==> config.mk <==
export PLATFORM = sky130hd
export DESIGN_NAME = psllr_queue
export DESIGN_NICKNAME = d
export VERILOG_FILES = /design/src/design/psllr_pkg.sv /design/src/design/psllr_queue.sv
export SDC_FILE = /design/constraint.sdc
export NUM_CORES = 1
export LEC_CHECK = 0
export ABC_AREA = 1
export BUFFER_PORTS_ARGS = -buffer_cell sky130_fd_sc_hd__buf_4
export CORE_MARGIN = 1
export CORE_UTILIZATION = 54
export CTS_BUF_LIST = sky130_fd_sc_hd__clkbuf_8
export DETAILED_ROUTE_END_ITERATION = 6
export PLACE_DENSITY = 0.85
export SLEW_MARGIN = 10
export SYNTH_ARGS = -nofsm -noshare
export SYNTH_HDL_FRONTEND = slang
export SYNTH_SLANG_ARGS = --single-unit
==> constraint.sdc <==
create_clock -name clk -period 4.63 [get_ports clk]
set_input_delay 0 -clock clk [delete_from_list [all_inputs] [get_ports clk]]
set_output_delay 0 -clock clk [all_outputs]
set_load 0.02 [all_outputs]
==> src/design/psllr_pkg.sv <==
// Shared types, widths and constants of the Poisson scan log likelihood block.
// Used by every design file; no dependencies of its own.
package psllr_pkg;

  localparam int CASES_W   = 24;
  localparam int MEAS_W    = 40;
  localparam int SET_W     = 2;
  localparam int OUT_W     = 48;
  localparam int MAX_SETS  = 4;

  localparam int LOG_Q     = 28;
  localparam int K_W       = 6;
  localparam int LOG_W     = K_W + LOG_Q;
  localparam int MANT_W    = 31;
  localparam int ROUNDS    = LOG_Q;
  localparam int LOG_LAT   = ROUNDS + 2;
  localparam int SUM_W     = 64;

  localparam logic [LOG_Q-1:0] LN2_Q28 = 28'd186065279;

  localparam int CFG_AW    = 6;
  localparam int CFG_DW    = 64;
  localparam int REG_IDX_W = 3;
  localparam logic [REG_IDX_W-1:0] REG_CASES_0   = 3'd0;
  localparam logic [REG_IDX_W-1:0] REG_MEASURE_0 = 3'd4;

  localparam logic signed [SUM_W-1:0] OUT_MAX_W = 64'sh0000_7FFF_FFFF_FFFF;
  localparam logic signed [SUM_W-1:0] OUT_MIN_W = -64'sh0000_8000_0000_0000;
  localparam logic [OUT_W-1:0] OUT_MAX = 48'h7FFF_FFFF_FFFF;
  localparam logic [OUT_W-1:0] OUT_MIN = 48'h8000_0000_0000;

  typedef struct packed {
    logic bad;
    logic use_in;
    logic use_out;
    logic use_null;
  } flags_t;

  typedef struct packed {
    flags_t              flags;
    logic [CASES_W-1:0]  n;
    logic [CASES_W-1:0]  nout;
    logic [CASES_W-1:0]  ntot;
    logic [MEAS_W-1:0]   u;
    logic [MEAS_W-1:0]   uout;
    logic [MEAS_W-1:0]   utot;
  } qitem_t;

  function automatic logic [OUT_W-1:0] sat48(input logic signed [SUM_W-1:0] v);
    if (v > OUT_MAX_W) begin
      return OUT_MAX;
    end else if (v < OUT_MIN_W) begin
      return OUT_MIN;
    end
    return v[OUT_W-1:0];
  endfunction

endpackage

==> src/design/psllr_queue.sv <==
// Short queue of classified windows between the front end and the pipeline.
// Depends on psllr_pkg.
module psllr_queue import psllr_pkg::*; #(
  parameter int DEPTH = 4
) (
  input  logic    clk,
  input  logic    rst,
  input  logic    push,
  input  qitem_t  push_item,
  output logic    full,
  input  logic    pop,
  output logic    head_valid,
  output qitem_t  head_item
);

  localparam int PTR_W = $clog2(DEPTH);
  localparam int CNT_W = $clog2(DEPTH + 1);

  qitem_t             mem [DEPTH];
  logic [PTR_W-1:0]   wr_ptr, rd_ptr;
  logic [CNT_W-1:0]   count;
  logic               do_pop;

  assign full       = count == CNT_W'(DEPTH);
  assign head_valid = count != '0;
  assign head_item  = mem[rd_ptr];
  assign do_pop     = pop && head_valid;

  always_ff @(posedge clk) begin
    if (push) begin
      mem[wr_ptr] <= push_item;
    end
  end

  always_ff @(posedge clk) begin
    if (rst) begin
      wr_ptr <= '0;
      rd_ptr <= '0;
      count  <= '0;
    end else begin
      if (push) begin
        wr_ptr <= (wr_ptr == PTR_W'(DEPTH - 1)) ? '0 : wr_ptr + 1'b1;
      end
      if (do_pop) begin
        rd_ptr <= (rd_ptr == PTR_W'(DEPTH - 1)) ? '0 : rd_ptr + 1'b1;
      end
      if (push && !do_pop) begin
        count <= count + 1'b1;
      end else if (!push && do_pop) begin
        count <= count - 1'b1;
      end
    end
  end

endmodule

==> results.yml <==
drt:
  drc: 0
  vias_per_cell: 5.887
  first_pass_iters: 6
  drtIter0Drc: 1955
  wl_per_cell_um: 22.53
  wl_mm: 77.58
  ant_nets: 0
  route.vias.total: 20270
synth:
  synth-seq-area-share_pct: 80.84
  synth_common_cells: "edfxtp_1, nor2_1, o21ai_0"
  synth_edf_count: 784
  yosysTopAreaCell: "edfxtp_1"
  yosys_most_used_dff: "edfxtp_1"
  synth_cell_types: 23
  synth.top_cell.area_share_pct: 80.22
  synth_cells: 1959
  yosysMostFrequentCell: "edfxtp_1"
  synth_compound_area_share_pct: 10.95
  synthArstFlopShare_pct: 0
  synthAdderAreaFrac_pct: 0.3240
  synthSimpleGateAreaFrac_pct: 5.406
  synth.area.mux_share_pct: 0
  syn_avg_cell_area_um2: 14.98
  synth_area_um2: 29350
  synth_seq_cells: 793
  syn_nets: 2166
  yosysWarnings: 0
  synth_top_family_by_area: "compound AO/OA/AOI/OAI gates"
  synth_area_leaders: "edfxtp_1, nor2_1, o22ai_1"
  synth-xor-area-share_pct: 0.02984
timing:
  min_period_over_period_pct: 76.93
  min_period_ps: 3562
  relSlewSlack_pct: 28.08
  setup_tns_ps: 0
  fin_skew_ps: 42.11
  slew_violations: 0
  worstMarginPinSlew_ps: 1079
  setup_viol: 0
  finalHoldViolCount: 0
  setup_ws_ps: 1068
  grt_setup_unrepaired: "no"
  max_freq_ghz: 0.2808
global_route:
  antenna_found_initial: 10
  grt_max_degree: 182
  grt_pass1_wl_mm: 117.3
  track_usage_pct: 27.64
  overflow: 0
  grt_pass1_vias: 21460
die:
  dieWidth_um: 235.1
  rows: 85
  core_area_um2: 53710
  boundaryPins: 398
  initial_utilization_pct: 54.64
  die-height_um: 235.1
  dieArea_um2: 55280
cells_and_area:
  area_growth_pct: 29.08
  multi_input_area_um2: 4903
  nNetsFinal: 2852
  layout-drive-gt1-share_pct: 20.80
  final-seq-area_um2: 23730
  final.fill_count: 3041
clock_tree:
  cts.sinks: 793
  clock_latency_ps: 720
  cts_buffers: 119
  clkTransAtPathRegs_ps: 70
  cts-root-buf: "clkbuf_8"
  clockBufferDepth: 3
  cts_tree: "yes"
  cts_resized: 0
  htreeDepth: 3
min_path:
  hold_start: "push_item[66]"
  min_to: "mem[0][66]"
  hold_path_depth: 2
  hold_path.class: "primary input to flop"
critical_path:
  cp-end-kind: "output port"
  path_class: "flop to output port"
  cp_top_family: "buffers and inverters"
  crit_fanout: 134
  crit_slowest_cell: "dfxtp_4"
  startpoint_type: "flop"
  cpMostUsedCell: "buf_4"
  cp_cell_sequence: "clkinv_8 > buf_4 > o21ai_0 > o22ai_1 > buf_4"
  critical_path.max_stage_delay_ps: 760
  reg2reg_slack_ps: 2450
  cp_num_buf_inv: 3
  worstReg2RegStart: "count[1]"
  r2r_cells: 7
  worstPathRequired_ps: 4630
  timing.rr.end: "count[0]"
  arrival_ps: 3560
placed_design:
  dpl_worst_slack_ps: 1998
  dp_hpwl_mm: 36.95
  io_buffers: 397
  gp_congestion: 0.7822
power:
  p_leak_nw: 13.48
  powerDensity_nw_per_um2: 537.5
  ir_worst_vdd_mv: 0.5493
job:
  cap_violations: 0
status:
  status: "completed"
==> how the worst max path moves through the flow <==
stage,to,slack (ps),depth (start not counted)
finish,head_item[177],1070,5
global route,head_item[177],890,5
CTS,head_item[141],1190,5
detailed placement,head_item[141],2000,5
global placement,head_item[95],2070,5
floorplan,mem[0][0],610,4
==> per-layer routing <==
metal / wire length, um / global-route usage [%]
met1: 27700 / 31.06
met2: 39770 / 48.12
met3: 6313 / 6.262
met4: 3781 / 16.83
met5: 13 / 0
==> worst reg2reg max path: cells and delay by family, from the launching register on <==
family        cells  cell delay (ps)
buf+inv           1              550
simple gates      4              520
flops             1              440
fa+ha+maj         1              350
xor+xnor          1              210
==> registers in the layout, summed over array words and instances (netlist names), named ones only <==
signal,flops
mem,784
count,3
wr_ptr,2
rd_ptr,2
==> cell type report <==
cell class                 count  share of cell area, %
timing repair buffer         694                  15.94
multi-input combinational   1021                  12.94
antenna                       11                0.07266
inverter                      16                 0.2510
clock inverter                85                  1.235
tap                          696                  2.299
sequential                   793                  62.64
clock buffer                 127                  4.614
==> repair_timing <==
| item | in CTS | in global routing |
|---|---|---|
| endpoints found under the hold margin | 793 | 5 |
| hold buffers | 279 | 2 |
| setup buffers | 0 | 0 |
==> placed cells by master (no fill, tap or decap), types with 7 or more instances in the layout <==
master / Yosys / layout
edfxtp_1: 784 / 784
buf_4: 17 / 403
nor2_1: 402 / 402
dlygate4sd3_1: 0 / 281
o21ai_0: 210 / 210
o22ai_1: 196 / 196
o21ai_1: 184 / 184
clkbuf_8: 0 / 127
inv_1: 14 / 46
clkinv_1: 0 / 28
nand2_1: 13 / 13
clkinv_2: 1 / 12
diode_2: 0 / 11
buf_12: 0 / 10
dfxtp_1: 9 / 7
==> cell families (layout without fill, tap and decap cells) <==
group | after synthesis | after routing
and+or+nand+nor | 420 | 420
DFF | 793 | 793
other | 0 | 11
buffers and inverters | 145 | 922
adders and majority gates | 7 | 7
AOI/OAI and AO/OA | 593 | 593
xor gates and xnor gates | 1 | 1
==> stage by stage <==
| step | instance area (um^2) | hold slack [ps] | std cells | power, mW | util [%] |
|---|---|---|---|---|---|
| 3_5_place_dp | 32830 | 193.5 | 2939 | 14.65 | 61.12 |
| 5_1_grt | 37870 | -4.552 | 3440 | 21.07 | 70.52 |
| 2_1_floorplan | 29360 | 72.38 | 1959 | 12.14 | - |
| 4_1_cts | 37830 | 0.3066 | 3430 | 20.10 | 70.44 |
| 3_3_place_gp | 32830 | 187.2 | 2939 | 14.44 | 61.12 |
| 6_report | 37880 | 47.92 | 3443 | 20.36 | 70.53 |
==> power by group <==
part | switching (mW) | leakage [nW] | internal [mW]
Combinational | 4.24 | 4.93 | 2.28
Sequential | 0.204 | 7.28 | 8.24
Clock | 2.66 | 1.27 | 2.74
(Power assumes the default switching activity.)
