File: config.mk
export PLATFORM = sky130hd
export DESIGN_NAME = psllr_front_flat
export DESIGN_NICKNAME = d
export VERILOG_FILES = /design/src/design/psllr_pkg.sv /design/src/design/psllr_if.sv /design/src/design/psllr_front.sv /design/src/flat_wrapper.sv
export SDC_FILE = /design/constraint.sdc
export NUM_CORES = 1
export LEC_CHECK = 0
export ABC_AREA = 1
export BUFFER_PORTS_ARGS = -buffer_cell sky130_fd_sc_hd__buf_2
export CORE_AREA = 2 2 205 207
export DETAILED_ROUTE_END_ITERATION = 10
export DIE_AREA = 0 0 207 209
export SYNTH_ARGS = -nofsm -noshare
export SYNTH_HDL_FRONTEND = slang
export SYNTH_SLANG_ARGS = --single-unit
File: constraint.sdc
create_clock -name vclk -period 6.5
set_input_delay 0.975 -clock vclk [all_inputs]
set_output_delay 0.975 -clock vclk [all_outputs]
set_load 0.01 [all_outputs]
File: src/design/psllr_pkg.sv
// Shared types, widths and constants of the Poisson scan log likelihood block.
// Used by every design file; no dependencies of its own.
package psllr_pkg;

  localparam int CASES_W   = 24;
  localparam int MEAS_W    = 40;
  localparam int SET_W     = 2;
  localparam int OUT_W     = 48;
  localparam int MAX_SETS  = 4;

  localparam int LOG_Q     = 28;
  localparam int K_W       = 6;
  localparam int LOG_W     = K_W + LOG_Q;
  localparam int MANT_W    = 31;
  localparam int ROUNDS    = LOG_Q;
  localparam int LOG_LAT   = ROUNDS + 2;
  localparam int SUM_W     = 64;

  localparam logic [LOG_Q-1:0] LN2_Q28 = 28'd186065279;

  localparam int CFG_AW    = 6;
  localparam int CFG_DW    = 64;
  localparam int REG_IDX_W = 3;
  localparam logic [REG_IDX_W-1:0] REG_CASES_0   = 3'd0;
  localparam logic [REG_IDX_W-1:0] REG_MEASURE_0 = 3'd4;

  localparam logic signed [SUM_W-1:0] OUT_MAX_W = 64'sh0000_7FFF_FFFF_FFFF;
  localparam logic signed [SUM_W-1:0] OUT_MIN_W = -64'sh0000_8000_0000_0000;
  localparam logic [OUT_W-1:0] OUT_MAX = 48'h7FFF_FFFF_FFFF;
  localparam logic [OUT_W-1:0] OUT_MIN = 48'h8000_0000_0000;

  typedef struct packed {
    logic bad;
    logic use_in;
    logic use_out;
    logic use_null;
  } flags_t;

  typedef struct packed {
    flags_t              flags;
    logic [CASES_W-1:0]  n;
    logic [CASES_W-1:0]  nout;
    logic [CASES_W-1:0]  ntot;
    logic [MEAS_W-1:0]   u;
    logic [MEAS_W-1:0]   uout;
    logic [MEAS_W-1:0]   utot;
  } qitem_t;

  function automatic logic [OUT_W-1:0] sat48(input logic signed [SUM_W-1:0] v);
    if (v > OUT_MAX_W) begin
      return OUT_MAX;
    end else if (v < OUT_MIN_W) begin
      return OUT_MIN;
    end
    return v[OUT_W-1:0];
  endfunction

endpackage

File: src/design/psllr_if.sv
// Valid/ready channel interfaces for scan windows and their results.
// Depends on psllr_pkg for the field widths.
interface psllr_win_if import psllr_pkg::*; ();
  logic                valid;
  logic                ready;
  logic [CASES_W-1:0]  window_cases;
  logic [MEAS_W-1:0]   window_expected;
  logic [SET_W-1:0]    set_index;

  modport source(output valid, window_cases, window_expected, set_index, input ready);
  modport sink(input valid, window_cases, window_expected, set_index, output ready);
endinterface


File: src/design/psllr_front.sv
// Front end: accepts windows, looks up the set totals and classifies operands.
// Depends on psllr_pkg and psllr_win_if.
module psllr_front import psllr_pkg::*; #(
  parameter int NUM_SETS = 4
) (
  psllr_win_if.sink           win,
  input  logic [CASES_W-1:0]  total_cases [MAX_SETS],
  input  logic [MEAS_W-1:0]   total_measure [MAX_SETS],
  input  logic                q_full,
  output logic                q_push,
  output qitem_t              q_item
);

  logic [CASES_W-1:0] n, ntot;
  logic [MEAS_W-1:0]  u, utot;
  logic               set_ok;

  assign n      = win.window_cases;
  assign u      = win.window_expected;
  assign ntot   = total_cases[win.set_index];
  assign utot   = total_measure[win.set_index];
  assign set_ok = int'(win.set_index) < NUM_SETS;

  always_comb begin
    q_item.n              = n;
    q_item.u              = u;
    q_item.ntot           = ntot;
    q_item.utot           = utot;
    q_item.nout           = ntot - n;
    q_item.uout           = utot - u;
    q_item.flags.use_in   = n != '0;
    q_item.flags.use_out  = n != ntot;
    q_item.flags.use_null = ntot != '0;
    q_item.flags.bad      = !set_ok || (n > ntot) || ((n != '0) && (u == '0)) ||
                            ((n < ntot) && (u >= utot)) ||
                            ((ntot != '0) && (utot == '0));
  end

  assign win.ready = !q_full;
  assign q_push    = win.valid && !q_full;

endmodule

File: src/flat_wrapper.sv
// flat-port wrapper written by rule: the top's interface ports become plain ports
module psllr_front_flat import psllr_pkg::*;
#(
  parameter int NUM_SETS = 4
)
  (total_cases, total_measure, q_full, q_push, q_item, win_valid, win_window_cases, win_window_expected, win_set_index, win_ready);
  psllr_win_if win_i ();
  input  logic [CASES_W-1:0] total_cases[MAX_SETS];
  input  logic [MEAS_W-1:0] total_measure[MAX_SETS];
  input  logic q_full;
  output logic q_push;
  output qitem_t q_item;
  input wire logic [$bits(win_i.valid)-1:0] win_valid;
  input wire logic [$bits(win_i.window_cases)-1:0] win_window_cases;
  input wire logic [$bits(win_i.window_expected)-1:0] win_window_expected;
  input wire logic [$bits(win_i.set_index)-1:0] win_set_index;
  output wire logic [$bits(win_i.ready)-1:0] win_ready;
  assign win_i.valid = win_valid;
  assign win_i.window_cases = win_window_cases;
  assign win_i.window_expected = win_window_expected;
  assign win_i.set_index = win_set_index;
  assign win_ready = win_i.ready;
  psllr_front #(.NUM_SETS(NUM_SETS)) u_core (.win(win_i), .total_cases(total_cases), .total_measure(total_measure), .q_full(q_full), .q_push(q_push), .q_item(q_item));
endmodule
==> flow_metrics.env <==
export IMPL_holdPathStages=2
export IMPL_syn_to_final_growth_pct=35.5
export IMPL_end_kind="output port"
export IMPL_p_per_area_mw_per_mm2=126
export IMPL_grt_pass1_vias=10800
export IMPL_grt_usage_pct=19.6
export IMPL_grt_max_degree=131
export IMPL_start_kind="input pin"
export IMPL_drive_gt1_share_pct=28.4
export IMPL_core_area_mm2=0.0413
export IMPL_die_w_um=207
export IMPL_worst_slack_ns=1.35
export IMPL_antenna_found_initial=7
export IMPL_cp_arrival_ns=4.17
export IMPL_first_iter_violations=628
export IMPL_wl_um=45100
export IMPL_place_hpwl_um=40400
export IMPL_grt_overflow=0
export IMPL_portBuffers=522
export IMPL_relSlewSlack_pct=50.2
export IMPL_seq_cells=0
export IMPL_crit_required_ns=5.52
export IMPL_synth_area_mm2=0.00741
export IMPL_finalCritPeriodShare_pct=79.2
export IMPL_ys_seq_area_share_pct=0
export IMPL_synth_top_area_share_pct=28.2
export IMPL_min_path_type="input pin to output port"
export IMPL_seq_area_um2=0
export IMPL_synth_area_leaders="nand2_1, nand3_1, inv_1"
export IMPL_syn_instance_count=1480
export IMPL_hold_ws_ns=2.15
export IMPL_irDropWorstVdd_mv=0.0769
export IMPL_antenna_left=0
export IMPL_fmax_mhz=194
export IMPL_setup_viol=0
export IMPL_rsz0062_at_grt="no"
export IMPL_synth_avg_cell_area_um2=5.01
export IMPL_drcViolationCount=0
export IMPL_vias_per_cell=4.48
export IMPL_pre_cts_slack_ns=1.25
export IMPL_finalHoldViolations=0
export IMPL_row_count=75
export IMPL_synth_warnings=0
export IMPL_routedWlPerCell_um=18.4
export IMPL_slew_violations=0
export IMPL_finalNetCount=2297
export IMPL_tns_ns=0
export IMPL_n_clock_buffer=0
export IMPL_path_max_fanout=58
export IMPL_leakagePower_nw=6.11
export IMPL_dieArea_mm2=0.0433
export IMPL_postCtsResizedCells=0
export IMPL_grt_pass1_wl_um=64700
export IMPL_cts_setup_buffers=0
export IMPL_synth_top_area_cell="nand2_1"
export IMPL_cap_violations=0
export IMPL_routabilityCongestion=0.975
export IMPL_holdBufCountCts=0
export IMPL_period_needed_ns=5.15
export IMPL_yosys_top_cells_count="nand2_1, inv_1, nand3_1"
export IMPL_synth_net_count=1870
export IMPL_status="completed"
export IMPL_initial_core_util_pct=18.0
export IMPL_synth_cell_types=32
export IMPL_p_total_mw=1.27
export IMPL_vias=11000
export IMPL_drt_pass1_iterations=5
export IMPL_worstMarginPinSlew_ns=0.747
export IMPL_fp_dieH_um=209
export IMPL_yosysMostFrequentCell="nand2_1"
export IMPL_ios=522
export IMPL_crit_type="input pin to output port"
[kinds of logic (layout without fill, tap and decap cells)]
| logic type | after synthesis | after routing | share of synthesized area (%) |
|---|---|---|---|
| AO/OA/AOI/OAI | 155 | 155 | 11.7 |
| AND/OR/NAND/NOR | 887 | 887 | 49.7 |
| adder cells (fa/ha/maj) | 66 | 66 | 11.3 |
| buffers and inverters | 324 | 749 | 21.5 |
| XOR/XNOR | 48 | 48 | 5.67 |
| other | 0 | 5 | 0 |
[cell usage in the layout, fill, tap and decap left out, types with 3 or more instances in the layout]
cell and n:
a21boi_0 6, a21o_1 10, a21oi_1 81, buf_12 3, buf_2 521, buf_4 6, diode_2 5, ha_1 64
inv_1 217, nand2_1 557, nand3_1 168, nand4_1 30, nor2_1 101, nor3_1 17, nor3_2 3, nor4_1 8
o211ai_1 3, o21a_1 4, o21ai_0 36, o21ai_2 3, o21bai_1 8, xnor2_1 13, xor2_1 35
[area by class of cell]
class / count / area [µm²]
Inverter: 219 / 825
Tap cell: 539 / 674
Antenna cell: 5 / 12.5
Multi-Input combinational cell: 1156 / 5820
Fill cell: 5020 / 31200
Timing Repair Buffer: 530 / 2710
[path summary, 6_finish.rpt]
check | start | endpoint
hold / removal | win_window_expected[16] | q_item[96]
setup / recovery | win_set_index[0] | q_item[153]
[routing by layer]
metal	part of all wire [%]	routed length [µm]	global-route usage, %	vias to the layer above
met2	53	23700	37.9	442
met3	4.9	2230	1.79	56
met4	2.8	1240	5.59	2
li1	-	-	-	5486
met1	40	17900	22.6	4996
met5	0.029	13	0	-
[through the flow]
step	cell area, µm²	util (%)	cells
after floorplan	7410	-	1480
after global placement	10000	24.3	2444
after detailed placement	10000	24.3	2444
after CTS	10000	24.3	2444
after global routing	10000	24.3	2449
final	10000	24.3	2449
[critical path, cell delays in order]
cell	delay [ns]
buf_4	0.13
inv_4	0.46
buf_4	0.33
nand2_1	0.08
nand3_1	0.08
nand2_1	0.10
inv_1	0.13
ha_1	0.31
a21oi_1	0.35
a21boi_1	0.38
o21ai_0	0.23
nand2_1	0.10
nand2_1	0.09
xor2_1	0.23
buf_2	0.19
[power breakdown]
group	total [mW]	switching, mW	internal [mW]
Sequential	0	0	0
Combinational	1.27	0.817	0.450
Clock	0.000000104	0	0.000000103
Total	1.27	0.817	0.450
Note: power is estimated with default switching activity, not from simulation.
